## src/rtl/spa_pkg.sv

```systemverilog
// Shared constants, types and helper functions of the stack pool allocator.
`default_nettype none
package spa_pkg;

    // Pool geometry
    localparam int POOL_WORDS      = 256;
    localparam int WORD_BYTES_LOG2 = 2;
    localparam int WORD_BYTES      = 1 << WORD_BYTES_LOG2;
    localparam int MEM_DEPTH       = POOL_WORDS + 1;

    // Field widths
    localparam int ADDR_W   = $clog2(MEM_DEPTH);
    localparam int BYTE_W   = 11;
    localparam int STATUS_W = 2;
    // Width of the count of words taken by one block, header included
    localparam int NEED_W   = BYTE_W - WORD_BYTES_LOG2 + 1;
    // Width of top + words needed
    localparam int SUM_W    = ((ADDR_W > NEED_W) ? ADDR_W : NEED_W) + 1;

    // Operation codes
    localparam logic FN_ALLOC = 1'b0;
    localparam logic FN_FREE  = 1'b1;

    // Result status codes
    localparam logic [STATUS_W-1:0] ST_ALLOC     = 2'd0;
    localparam logic [STATUS_W-1:0] ST_NO_ROOM   = 2'd1;
    localparam logic [STATUS_W-1:0] ST_FREED     = 2'd2;
    localparam logic [STATUS_W-1:0] ST_NOT_OWNED = 2'd3;

    // One header word of the pool
    typedef struct packed {
        logic [ADDR_W-1:0] back;
        logic [BYTE_W-1:0] size;
    } t_hdr;

    // Header memory access from the engine
    typedef struct packed {
        logic              we;
        logic [ADDR_W-1:0] waddr;
        t_hdr              wdata;
        logic [ADDR_W-1:0] raddr;
    } t_mem_req;

    // Finished result of one item
    typedef struct packed {
        logic [STATUS_W-1:0] status;
        logic [ADDR_W-1:0]   block_address;
        logic [BYTE_W-1:0]   block_bytes;
        logic [ADDR_W-1:0]   top_word;
        logic [BYTE_W-1:0]   live_bytes;
        logic [BYTE_W-1:0]   reserved_bytes;
    } t_result;

    // Words a block of b bytes occupies, header included
    function automatic logic [NEED_W-1:0] words_needed(input logic [BYTE_W-1:0] b);
        logic [BYTE_W:0] sum;
        sum = {1'b0, b} + (BYTE_W+1)'(WORD_BYTES - 1);
        return NEED_W'(sum >> WORD_BYTES_LOG2) + NEED_W'(1);
    endfunction

    // Bytes reserved for a block of b bytes, modulo the total width
    function automatic logic [BYTE_W-1:0] reserve_bytes(input logic [BYTE_W-1:0] b);
        logic [NEED_W+WORD_BYTES_LOG2-1:0] w;
        w = (NEED_W+WORD_BYTES_LOG2)'(words_needed(b)) << WORD_BYTES_LOG2;
        return w[BYTE_W-1:0];
    endfunction

    // Previous header index, clamped at zero
    function automatic logic [ADDR_W-1:0] prev_header(input logic [ADDR_W-1:0] h,
                                                      input logic [ADDR_W-1:0] back);
        return (h >= back) ? (h - back) : '0;
    endfunction

endpackage
`default_nettype wire

```

## src/rtl/spa_in_if.sv

```systemverilog
// Request channel of the stack pool allocator.
`default_nettype none
interface spa_in_if;
    logic                      valid;
    logic                      ready;
    logic                      func;
    logic [spa_pkg::BYTE_W-1:0] byte_count;
    logic [spa_pkg::ADDR_W-1:0] word_address;

    modport source (output valid, func, byte_count, word_address, input ready);
    modport sink   (input valid, func, byte_count, word_address, output ready);
endinterface
`default_nettype wire

```

## src/rtl/spa_engine.sv

```systemverilog
// Allocate / free sequencer: reads, modifies and writes back pool headers.
`default_nettype none
module spa_engine (
    input  wire logic              i_clk,
    input  wire logic              i_rst_n,
    spa_in_if.sink                 i_in,
    input  wire spa_pkg::t_hdr     i_rdata,
    input  wire logic              i_clearing,
    input  wire logic              i_take,
    output spa_pkg::t_mem_req      o_mem_req,
    output logic                   o_res_valid,
    output spa_pkg::t_result       o_res
);

    typedef enum logic [2:0] {
        S_IDLE,
        S_ALLOC_RD,
        S_ALLOC_WR,
        S_FREE_HDR,
        S_FREE_TOP,
        S_WALK,
        S_FIN
    } t_state;

    t_state                         r_state, n_state;
    logic [spa_pkg::ADDR_W-1:0]     r_top, n_top;
    logic [spa_pkg::BYTE_W-1:0]     r_live, n_live;
    logic [spa_pkg::BYTE_W-1:0]     r_resv, n_resv;
    logic [spa_pkg::BYTE_W-1:0]     r_bytes, n_bytes;
    logic [spa_pkg::ADDR_W-1:0]     r_n, n_n;
    logic [spa_pkg::ADDR_W-1:0]     r_next, n_next;
    logic [spa_pkg::ADDR_W-1:0]     r_h, n_h;
    logic [spa_pkg::ADDR_W-1:0]     r_t, n_t;
    spa_pkg::t_hdr                  r_hdr, n_hdr;
    logic [spa_pkg::STATUS_W-1:0]   r_status, n_status;
    logic [spa_pkg::ADDR_W-1:0]     r_blk_addr, n_blk_addr;
    logic [spa_pkg::BYTE_W-1:0]     r_blk_bytes, n_blk_bytes;

    logic                           in_ready;
    logic [spa_pkg::NEED_W-1:0]     alloc_n;
    logic [spa_pkg::SUM_W-1:0]      alloc_sum;
    logic [spa_pkg::ADDR_W-1:0]     top_prev;
    logic [spa_pkg::ADDR_W-1:0]     walk_prev;

    assign in_ready   = (r_state == S_IDLE) && !i_clearing;
    assign i_in.ready = in_ready;

    // Size of the requested block and the new top
    assign alloc_n   = spa_pkg::words_needed(i_in.byte_count);
    assign alloc_sum = spa_pkg::SUM_W'(r_top) + spa_pkg::SUM_W'(alloc_n);

    // Header below the top, and the next step of the pop walk
    assign top_prev  = spa_pkg::prev_header(r_top, i_rdata.back);
    assign walk_prev = spa_pkg::prev_header(r_t, i_rdata.back);

    // Next-state and memory access logic
    always_comb begin
        n_state     = r_state;
        n_top       = r_top;
        n_live      = r_live;
        n_resv      = r_resv;
        n_bytes     = r_bytes;
        n_n         = r_n;
        n_next      = r_next;
        n_h         = r_h;
        n_t         = r_t;
        n_hdr       = r_hdr;
        n_status    = r_status;
        n_blk_addr  = r_blk_addr;
        n_blk_bytes = r_blk_bytes;
        o_mem_req   = '0;

        case (r_state)
            S_IDLE: begin
                if (i_in.valid && in_ready) begin
                    n_bytes     = i_in.byte_count;
                    n_blk_addr  = '0;
                    n_blk_bytes = '0;
                    if (i_in.func == spa_pkg::FN_ALLOC) begin
                        if (alloc_sum <= spa_pkg::SUM_W'(spa_pkg::POOL_WORDS)) begin
                            n_n             = spa_pkg::ADDR_W'(alloc_n);
                            n_next          = spa_pkg::ADDR_W'(alloc_sum);
                            o_mem_req.raddr = r_top;
                            n_state         = S_ALLOC_RD;
                        end else begin
                            n_status = spa_pkg::ST_NO_ROOM;
                            n_state  = S_FIN;
                        end
                    end else if (i_in.word_address == '0 ||
                                 i_in.word_address >=
                                     spa_pkg::ADDR_W'(spa_pkg::POOL_WORDS)) begin
                        n_status = spa_pkg::ST_NOT_OWNED;
                        n_state  = S_FIN;
                    end else begin
                        n_h             = i_in.word_address - spa_pkg::ADDR_W'(1);
                        o_mem_req.raddr = i_in.word_address - spa_pkg::ADDR_W'(1);
                        n_state         = S_FREE_HDR;
                    end
                end
            end
            // Old top header: keep its back offset, set its size
            S_ALLOC_RD: begin
                o_mem_req.we         = 1'b1;
                o_mem_req.waddr      = r_top;
                o_mem_req.wdata.back = i_rdata.back;
                o_mem_req.wdata.size = r_bytes;
                n_state              = S_ALLOC_WR;
            end
            // New empty top header
            S_ALLOC_WR: begin
                o_mem_req.we         = 1'b1;
                o_mem_req.waddr      = r_next;
                o_mem_req.wdata.back = r_n;
                o_mem_req.wdata.size = '0;
                n_blk_addr           = r_top + spa_pkg::ADDR_W'(1);
                n_blk_bytes          = r_bytes;
                n_top                = r_next;
                n_live               = r_live + r_bytes;
                n_resv               = r_resv + spa_pkg::reserve_bytes(r_bytes);
                n_status             = spa_pkg::ST_ALLOC;
                n_state              = S_FIN;
            end
            // Header of the freed block is in; reject it if already free, else fetch the top header
            S_FREE_HDR: begin
                if (i_rdata.size == '0) begin
                    n_status = spa_pkg::ST_NOT_OWNED;
                    n_state  = S_FIN;
                end else begin
                    n_hdr           = i_rdata;
                    o_mem_req.raddr = r_top;
                    n_state         = S_FREE_TOP;
                end
            end
            // Release the block; pop the top when it sits just below
            S_FREE_TOP: begin
                o_mem_req.we         = 1'b1;
                o_mem_req.waddr      = r_h;
                o_mem_req.wdata.back = r_hdr.back;
                o_mem_req.wdata.size = '0;
                n_blk_bytes          = r_hdr.size;
                n_live               = r_live - r_hdr.size;
                n_resv               = r_resv - spa_pkg::reserve_bytes(r_hdr.size);
                n_status             = spa_pkg::ST_FREED;
                if (r_h != top_prev) begin
                    n_state = S_FIN;
                end else begin
                    n_top = r_h;
                    if (r_h == '0 || r_hdr.back == '0) begin
                        n_state = S_FIN;
                    end else begin
                        n_t             = spa_pkg::prev_header(r_h, r_hdr.back);
                        o_mem_req.raddr = spa_pkg::prev_header(r_h, r_hdr.back);
                        n_state         = S_WALK;
                    end
                end
            end
            // Pop over headers that are already free, one a cycle
            S_WALK: begin
                if (i_rdata.size != '0) begin
                    n_state = S_FIN;
                end else begin
                    n_top = r_t;
                    if (r_t == '0 || i_rdata.back == '0) begin
                        n_state = S_FIN;
                    end else begin
                        n_t             = walk_prev;
                        o_mem_req.raddr = walk_prev;
                    end
                end
            end
            S_FIN: begin
                if (i_take) begin
                    n_state = S_IDLE;
                end
            end
            default: begin
                n_state = S_IDLE;
            end
        endcase
    end

    // State, pool totals and working registers
    always_ff @(posedge i_clk) begin
        if (!i_rst_n) begin
            r_state <= S_IDLE;
            r_top   <= '0;
            r_live  <= '0;
            r_resv  <= '0;
        end else begin
            r_state <= n_state;
            r_top   <= n_top;
            r_live  <= n_live;
            r_resv  <= n_resv;
        end
        r_bytes     <= n_bytes;
        r_n         <= n_n;
        r_next      <= n_next;
        r_h         <= n_h;
        r_t         <= n_t;
        r_hdr       <= n_hdr;
        r_status    <= n_status;
        r_blk_addr  <= n_blk_addr;
        r_blk_bytes <= n_blk_bytes;
    end

    assign o_res_valid          = (r_state == S_FIN);
    assign o_res.status         = r_status;
    assign o_res.block_address  = r_blk_addr;
    assign o_res.block_bytes    = r_blk_bytes;
    assign o_res.top_word       = r_top;
    assign o_res.live_bytes     = r_live;
    assign o_res.reserved_bytes = r_resv;

    // Top stays inside the pool
    a_top_range: assert property (@(posedge i_clk) disable iff (!i_rst_n)
        r_top <= spa_pkg::ADDR_W'(spa_pkg::POOL_WORDS))
        else $error("top beyond pool");

    // Pop walk always moves below the current top
    a_walk_down: assert property (@(posedge i_clk) disable iff (!i_rst_n)
        (r_state == S_WALK) |-> (r_t < r_top))
        else $error("pop walk not below top");

    // Only a successful allocate reports a block address
    a_addr_alloc: assert property (@(posedge i_clk) disable iff (!i_rst_n)
        (r_state == S_FIN && r_status != spa_pkg::ST_ALLOC) |-> (r_blk_addr == '0))
        else $error("block address on non-allocate result");

endmodule
`default_nettype wire

```

## src/flat_wrapper.sv

```systemverilog
// flat-port wrapper written by rule: the top's interface ports become plain ports
module spa_engine_flat 
  (i_clk, i_rst_n, i_rdata, i_clearing, i_take, o_mem_req, o_res_valid, o_res, i_in_valid, i_in_func, i_in_byte_count, i_in_word_address, i_in_ready);
  spa_in_if i_in_i ();
  input  wire logic i_clk;
  input  wire logic i_rst_n;
  input  wire spa_pkg::t_hdr i_rdata;
  input  wire logic i_clearing;
  input  wire logic i_take;
  output spa_pkg::t_mem_req o_mem_req;
  output logic o_res_valid;
  output spa_pkg::t_result o_res;
  input wire logic [$bits(i_in_i.valid)-1:0] i_in_valid;
  input wire logic [$bits(i_in_i.func)-1:0] i_in_func;
  input wire logic [$bits(i_in_i.byte_count)-1:0] i_in_byte_count;
  input wire logic [$bits(i_in_i.word_address)-1:0] i_in_word_address;
  output wire logic [$bits(i_in_i.ready)-1:0] i_in_ready;
  assign i_in_i.valid = i_in_valid;
  assign i_in_i.func = i_in_func;
  assign i_in_i.byte_count = i_in_byte_count;
  assign i_in_i.word_address = i_in_word_address;
  assign i_in_ready = i_in_i.ready;
  spa_engine u_core (.i_clk(i_clk), .i_rst_n(i_rst_n), .i_in(i_in_i), .i_rdata(i_rdata), .i_clearing(i_clearing), .i_take(i_take), .o_mem_req(o_mem_req), .o_res_valid(o_res_valid), .o_res(o_res));
endmodule
```

## config.mk

```make
export PLATFORM = sky130hd
export DESIGN_NAME = spa_engine_flat
export DESIGN_NICKNAME = d
export VERILOG_FILES = /design/src/rtl/spa_pkg.sv /design/src/rtl/spa_in_if.sv /design/src/rtl/spa_engine.sv /design/src/flat_wrapper.sv
export SDC_FILE = /design/constraint.sdc
export NUM_CORES = 1
export LEC_CHECK = 0
export BUFFER_PORTS_ARGS = -buffer_cell sky130_fd_sc_hd__buf_4
export CORE_UTILIZATION = 30
export DETAILED_ROUTE_END_ITERATION = 10
export PLACE_DENSITY = 0.47
export SYNTH_ARGS = -nofsm -noshare
export SYNTH_HDL_FRONTEND = slang
export SYNTH_SLANG_ARGS = --single-unit
export TNS_END_PERCENT = 1
```

## constraint.sdc

```tcl
create_clock -name i_clk -period 10.5 [get_ports i_clk]
set_input_delay 0.525 -clock i_clk [delete_from_list [all_inputs] [get_ports i_clk]]
set_output_delay 0.525 -clock i_clk [all_outputs]
set_load 0.01 [all_outputs]
```

* After elaboration in Yosys (flattened, before gate mapping)
Index checks and enable logic that the tools add are counted.
** Word-level totals
- Register bits :: 123
- Latch bits :: 0
- Memory bits (writable) :: 0
- ROM bits :: 0
- Bits of input ports :: 46
- Output and inout port bits :: 94
- Logic and storage cells :: 130
- Memories kept :: 0
** Operators by class
- Add/sub/neg operators :: 16
- $mul :: 0
- Divide/modulo/power cells :: 0
- Order comparisons :: 5
- Equal/unequal tests :: 17
- Shift-type cells :: 0
- Mux-type cells :: 45
- Bitwise operators :: 3
- Reduce and logical (&&, ||, !) cells :: 30
** Operators with widths (number)
- $mux 9 :: 19
- $pmux 30 s3 :: 1
- $logic_not 9->1 :: 5
- $pmux 11 s2 :: 2
- $pmux 9 s2 :: 2
- $pmux 9 s4 :: 1
- $pmux 11 s3 :: 1
- $add 9x1->9 const B :: 3
- $ge 9x9->1 :: 3
- $pmux 9 s3 :: 1
- $sub 9x9->9 :: 3
- $add 11x11->11 :: 2
- $add 11x2->11 const B :: 2
- $sub 11x11->11 :: 2
- $mux 3 :: 7
- $pmux 3 s7 :: 1
- $mux 2 :: 8
- $add 11x2->12 const B :: 1
- $ne 2x2->1 const B :: 6
- $add 9x10->11 :: 1
- $le 11x9->1 const B :: 1
- $logic_not 11->1 :: 1
- $mux 11 :: 1
- $reduce_bool 11->1 :: 1
- 23 further kinds :: 41

* Longest topological paths before layout
- Depth after elaboration :: 8
- Mapped depth :: 23
- Mapped depth without buffers :: 21

* Least setup slack after synthesis
No wires, ideal clock.
- Path type :: input to output
- Start point :: input i_in_byte_count[2]
- End point :: output o_mem_req[2] (netlist bit)
- Data arrival time :: 4.041 ns
- Required time :: 9.975 ns
- Setup slack :: 5.934 ns
- Stages :: 13
- Buffers on the path :: 0
- Cells stage by stage :: or3_1 -> and2_1 -> ha_1 -> inv_1 -> fa_1 -> inv_1 -> or4_1 -> or3_1 -> a2111oi_0 -> o21bai_1 -> o21bai_1 -> a222oi_1 -> o21ai_1
** RTL lines
- from (decl) :: line flat_wrapper.sv:15 : input wire logic [$bits(i_in_i.byte_count)-1:0] i_in_byte_count;
- to (decl) :: line flat_wrapper.sv:10 : output spa_pkg::t_mem_req o_mem_req;

==> implementation parameters <==
Parameter                              Value

Outcome
  Outcome ... finished clean

Timing
  Unrepaired setup endpoints after global routing ... false
  Actual slew at the worst max-slew pin ... 0.9330 ns
  Shortest clock period the worst path allows after layout ... 5.504 ns
  Clock skew ... 0.01197 ns
  Number of slew-limit violations in the final report ... 0
  Fin Setup TNS ... 0 ns
  Final period util ... 0.5242
  Fin. Hold Viols ... 0
  Setup-failing EPs final ... 0
  Rel. slew slack ... 0.3699
  Fmax ... 0.1817 GHz

Placement
  Port buffer count ... 137
  HPWL after detailed placement ... 24,470 um
  RePlAce Congestion ... 0.8480

Routing
  Antenna Nets Post-Route ... 0
  Residual DRC ... 0
  Wire per inst ... 20.16 um
  Via density per instance ... 5.337
  Final routed wirelength across all metal layers ... 31,760 um
  Total number of vias ... 8,406
  Drt pass-1 iters ... 6
  Starting DRT DRC Count ... 615

CTS
  CTS Root Buffer Type ... clkbuf_16
  Number of buffers added to fix hold violations after cts ... 0
  # resized after CTS ... 0
  Clock tree from TritonCTS ... done
  CTS Buffer Depth ... 2
  Number of clock sinks ... 121
  Clock slew at reported path FFs ... 0.06 ns
  Clock latency of the later-clocked register in the worst-skew pair ... 0.42 ns
  Setup bufs post-CTS ... 0
  Deepest level of the CTS H-tree ... 4
  Inserted Clock Buffers ... 17

Worst setup path
  CP Launch Type ... primary input
  Source of the worst register-to-register timing path ... u_core.r_bytes[0]$_DFFE_PP_
  Maximum net fanout on the critical path ... 9
  Number of cells on the worst reg-to-reg path ... 21
  CP endpoint kind ... primary output
  Internal reg-to-reg setup slack ... 5.51 ns
  Worst setup path start ... i_in_byte_count[2]
  Worst Setup Path Type ... primary input to primary output
  End point of the critical path ... o_mem_req[3]
  Required time of the critical path ... 9.98 ns
  Endpoint of the lowest-slack register-to-register path ... u_core.r_resv[10]$_SDFFE_PN0N_
  Critical path arrival ... 4.98 ns

Cells and area
  Antenna Cells ... 0
  Layout cells sized above 1 ... 0.1696
  Signed area change from the synthesized netlist to the final layout ... 22.11%
  Fraction of the core area covered by cells at the end of the flow ... 0.3767
  Net count reported at finish ... 1,284

Global routing
  Wire length of the first global-routing pass ... 47,690 um
  GRT Overall Usage ... 0.2029
  Largest net degree at the start of global routing ... 39
  Vias in the first global route ... 7,985
  Initial antenna violation count ... 0
  Total overflow reported by the global router ... 0

Power
  Worst vdd ir ... 148.9 uV
  Leakage power of the design ... 0.004474 uW
  Power per cell area ... 234.2 nW/um^2

Die
  Die Wd ... 177.5 um
  Effective utilization at floorplan ... 0.3085
  Placeable Area ... 29,950 um^2
  Top-level I/O count ... 140
  Cell Rows ... 63
  Die H ... 177.5 um
  Die area ... 31,510 um^2

Yosys
  Count of different cell masters after synthesis ... 79
  Part of the Yosys area used for sequential elements ... 0.3586
  Most instantiated flip-flop cell in the synthesis netlist ... edfxtp_1
  Warnings from Yosys ... 0
  Instance count of the mapped netlist ... 1,053
  Netlist area before placement ... 9240 um^2
  Number of enable-type register cells in the synthesized netlist ... 89
  Fraction of synthesis flops using an asynchronous set or reset pin ... 0
  Mean Syn Cell Area ... 8.775 um^2
  Flops & latches, synth ... 121

Min path
  Kind of path behind the tightest hold check ... primary input to register

Flow run
  Max-cap violations ... 0
-- per-stage QoR --
step	total power, uW	hold slack (ns)	worst slack [ns]	instance area, um^2	instances
after floorplan	1551	0.4863	5.934	9244	1054
after global placement	2021	0.4691	5.086	10660	1543
after detailed placement	2024	0.4774	5.094	10660	1543
after CTS	2661	0.2888	5.044	11280	1575
after global routing	2829	0.2854	4.707	11280	1575
final	2643	0.3035	4.996	11280	1575
-- layout by cell type (no fill, tap or decap), drive strengths merged, types with 19 or more instances in the layout --
cell type  count
and2          26
dfxtp         32
a21oi         65
a22oi         20
xor2          30
inv           65
buf          151
o21ai         98
ha            60
nor2          68
nand2        106
nor3          19
edfxtp        89
xnor2         60
nand3         32
-- flip-flops by register name (all words and copies together), names as in the netlist --
register / cells
u_core.r_hdr: 20
u_core.r_blk_bytes: 11
u_core.r_bytes: 11
u_core.r_live: 11
u_core.r_blk_addr: 9
u_core.r_h: 9
u_core.r_n: 9
u_core.r_next: 9
u_core.r_resv: 9
u_core.r_t: 9
u_core.r_top: 9
u_core.r_state: 3
u_core.r_status: 2
-- worst min-delay path by stage --
stage                                   start                              to  cells past startpoint
4_1_cts                    i_in_byte_count[1]     u_core.r_bytes[1]$_DFFE_PP_                      1
3_5_place_dp    u_core.r_live[4]$_SDFFE_PN0N_   u_core.r_live[4]$_SDFFE_PN0N_                      2
5_1_grt                           i_rdata[19]      u_core.r_hdr[19]$_DFFE_PP_                      1
6_report                   i_in_byte_count[1]     u_core.r_bytes[1]$_DFFE_PP_                      1
3_3_place_gp    u_core.r_live[4]$_SDFFE_PN0N_   u_core.r_live[4]$_SDFFE_PN0N_                      2
2_1_floorplan  u_core.r_resv[10]$_SDFFE_PN0N_  u_core.r_resv[10]$_SDFFE_PN0N_                      2
-- Yosys cell counts, types with 5 or more instances --
library cell / number / area [um^2]
and3_1: 10 / 62.56
nand4_1: 17 / 106.4
nor4_1: 9 / 56.30
o21ai_0: 87 / 435.4
inv_1: 62 / 232.7
mux2i_1: 14 / 140.1
nand2_1: 106 / 397.9
ha_1: 60 / 750.7
buf_1: 5 / 18.77
nand2b_1: 15 / 93.84
fa_1: 6 / 120.1
o21bai_1: 7 / 52.55
nand3_1: 31 / 155.2
xnor2_1: 59 / 516.8
clkbuf_1: 35 / 131.4
or3_1: 14 / 87.58
a22oi_1: 20 / 150.1
nor3b_1: 7 / 52.55
nor2b_1: 16 / 100.1
o31ai_1: 5 / 37.54
a222oi_1: 8 / 80.08
buf_2: 9 / 45.04
and2_1: 24 / 150.1
xor2_1: 30 / 262.8
a211oi_1: 8 / 60.06
dfxtp_1: 32 / 640.6
o2111ai_1: 10 / 87.58
nor2_1: 68 / 255.2
a21o_1: 18 / 135.1
a21oi_1: 65 / 325.3
nor3_1: 19 / 95.09
o21ai_1: 11 / 55.05
edfxtp_1: 89 / 2673
nand3b_1: 9 / 67.56
-- routing by layer --
metal	global-route usage	routed length (um)
met4	0.05840	516
met1	0.2906	14890
met2	0.3097	13940
met5	0	0
met3	0.03492	2404
-- cells by family (layout without fill, tap and decap cells) --
| kind of cell | Yosys count | count (layout) | share of synthesized area |
|---|---|---|---|
| AO/OA/AOI/OAI | 282 | 282 | 0.1946 |
| adder cells (fa/ha/maj) | 67 | 67 | 0.09533 |
| AND/OR/NAND/NOR | 361 | 361 | 0.1978 |
| XOR/XNOR | 90 | 90 | 0.08612 |
| buffers and inverters | 115 | 246 | 0.04915 |
| multiplexers | 16 | 16 | 0.01801 |
| flip-flops | 121 | 121 | 0.3586 |
| other | 1 | 2 | 0.0004058 |
-- layout make-up --
cell class	instances	area (um^2)
clock buffer	18	429.2
clock inverter	14	196.4
fill	3123	18670
inverter	63	236.5
multi-input combinational	818	5487
sequential	121	3313
tap	390	488.0
timing repair buffer	151	1134
-- worst max-delay path, cell delays in order --
cell       delay, ns
buf_4           0.12
or3_1           0.38
and2_1          0.20
ha_1            0.24
xor2_1          0.16
xnor2_1         0.22
ha_1            0.31
xnor2_1         0.15
or4_1           0.40
or3_1           0.32
a2111oi_0       0.41
o21bai_1        0.28
o21bai_1        0.73
a222oi_1        0.25
o21ai_1         0.13
buf_4           0.14
-- power by group --
part | internal, uW | leakage [uW] | total [uW] | switching [uW]
Combinational | 530 | 0.00309 | 1260 | 726
Sequential | 646 | 0.00109 | 754 | 108
Clock | 399 | 0.000299 | 632 | 233
Power figures use the tool's default switching activity.
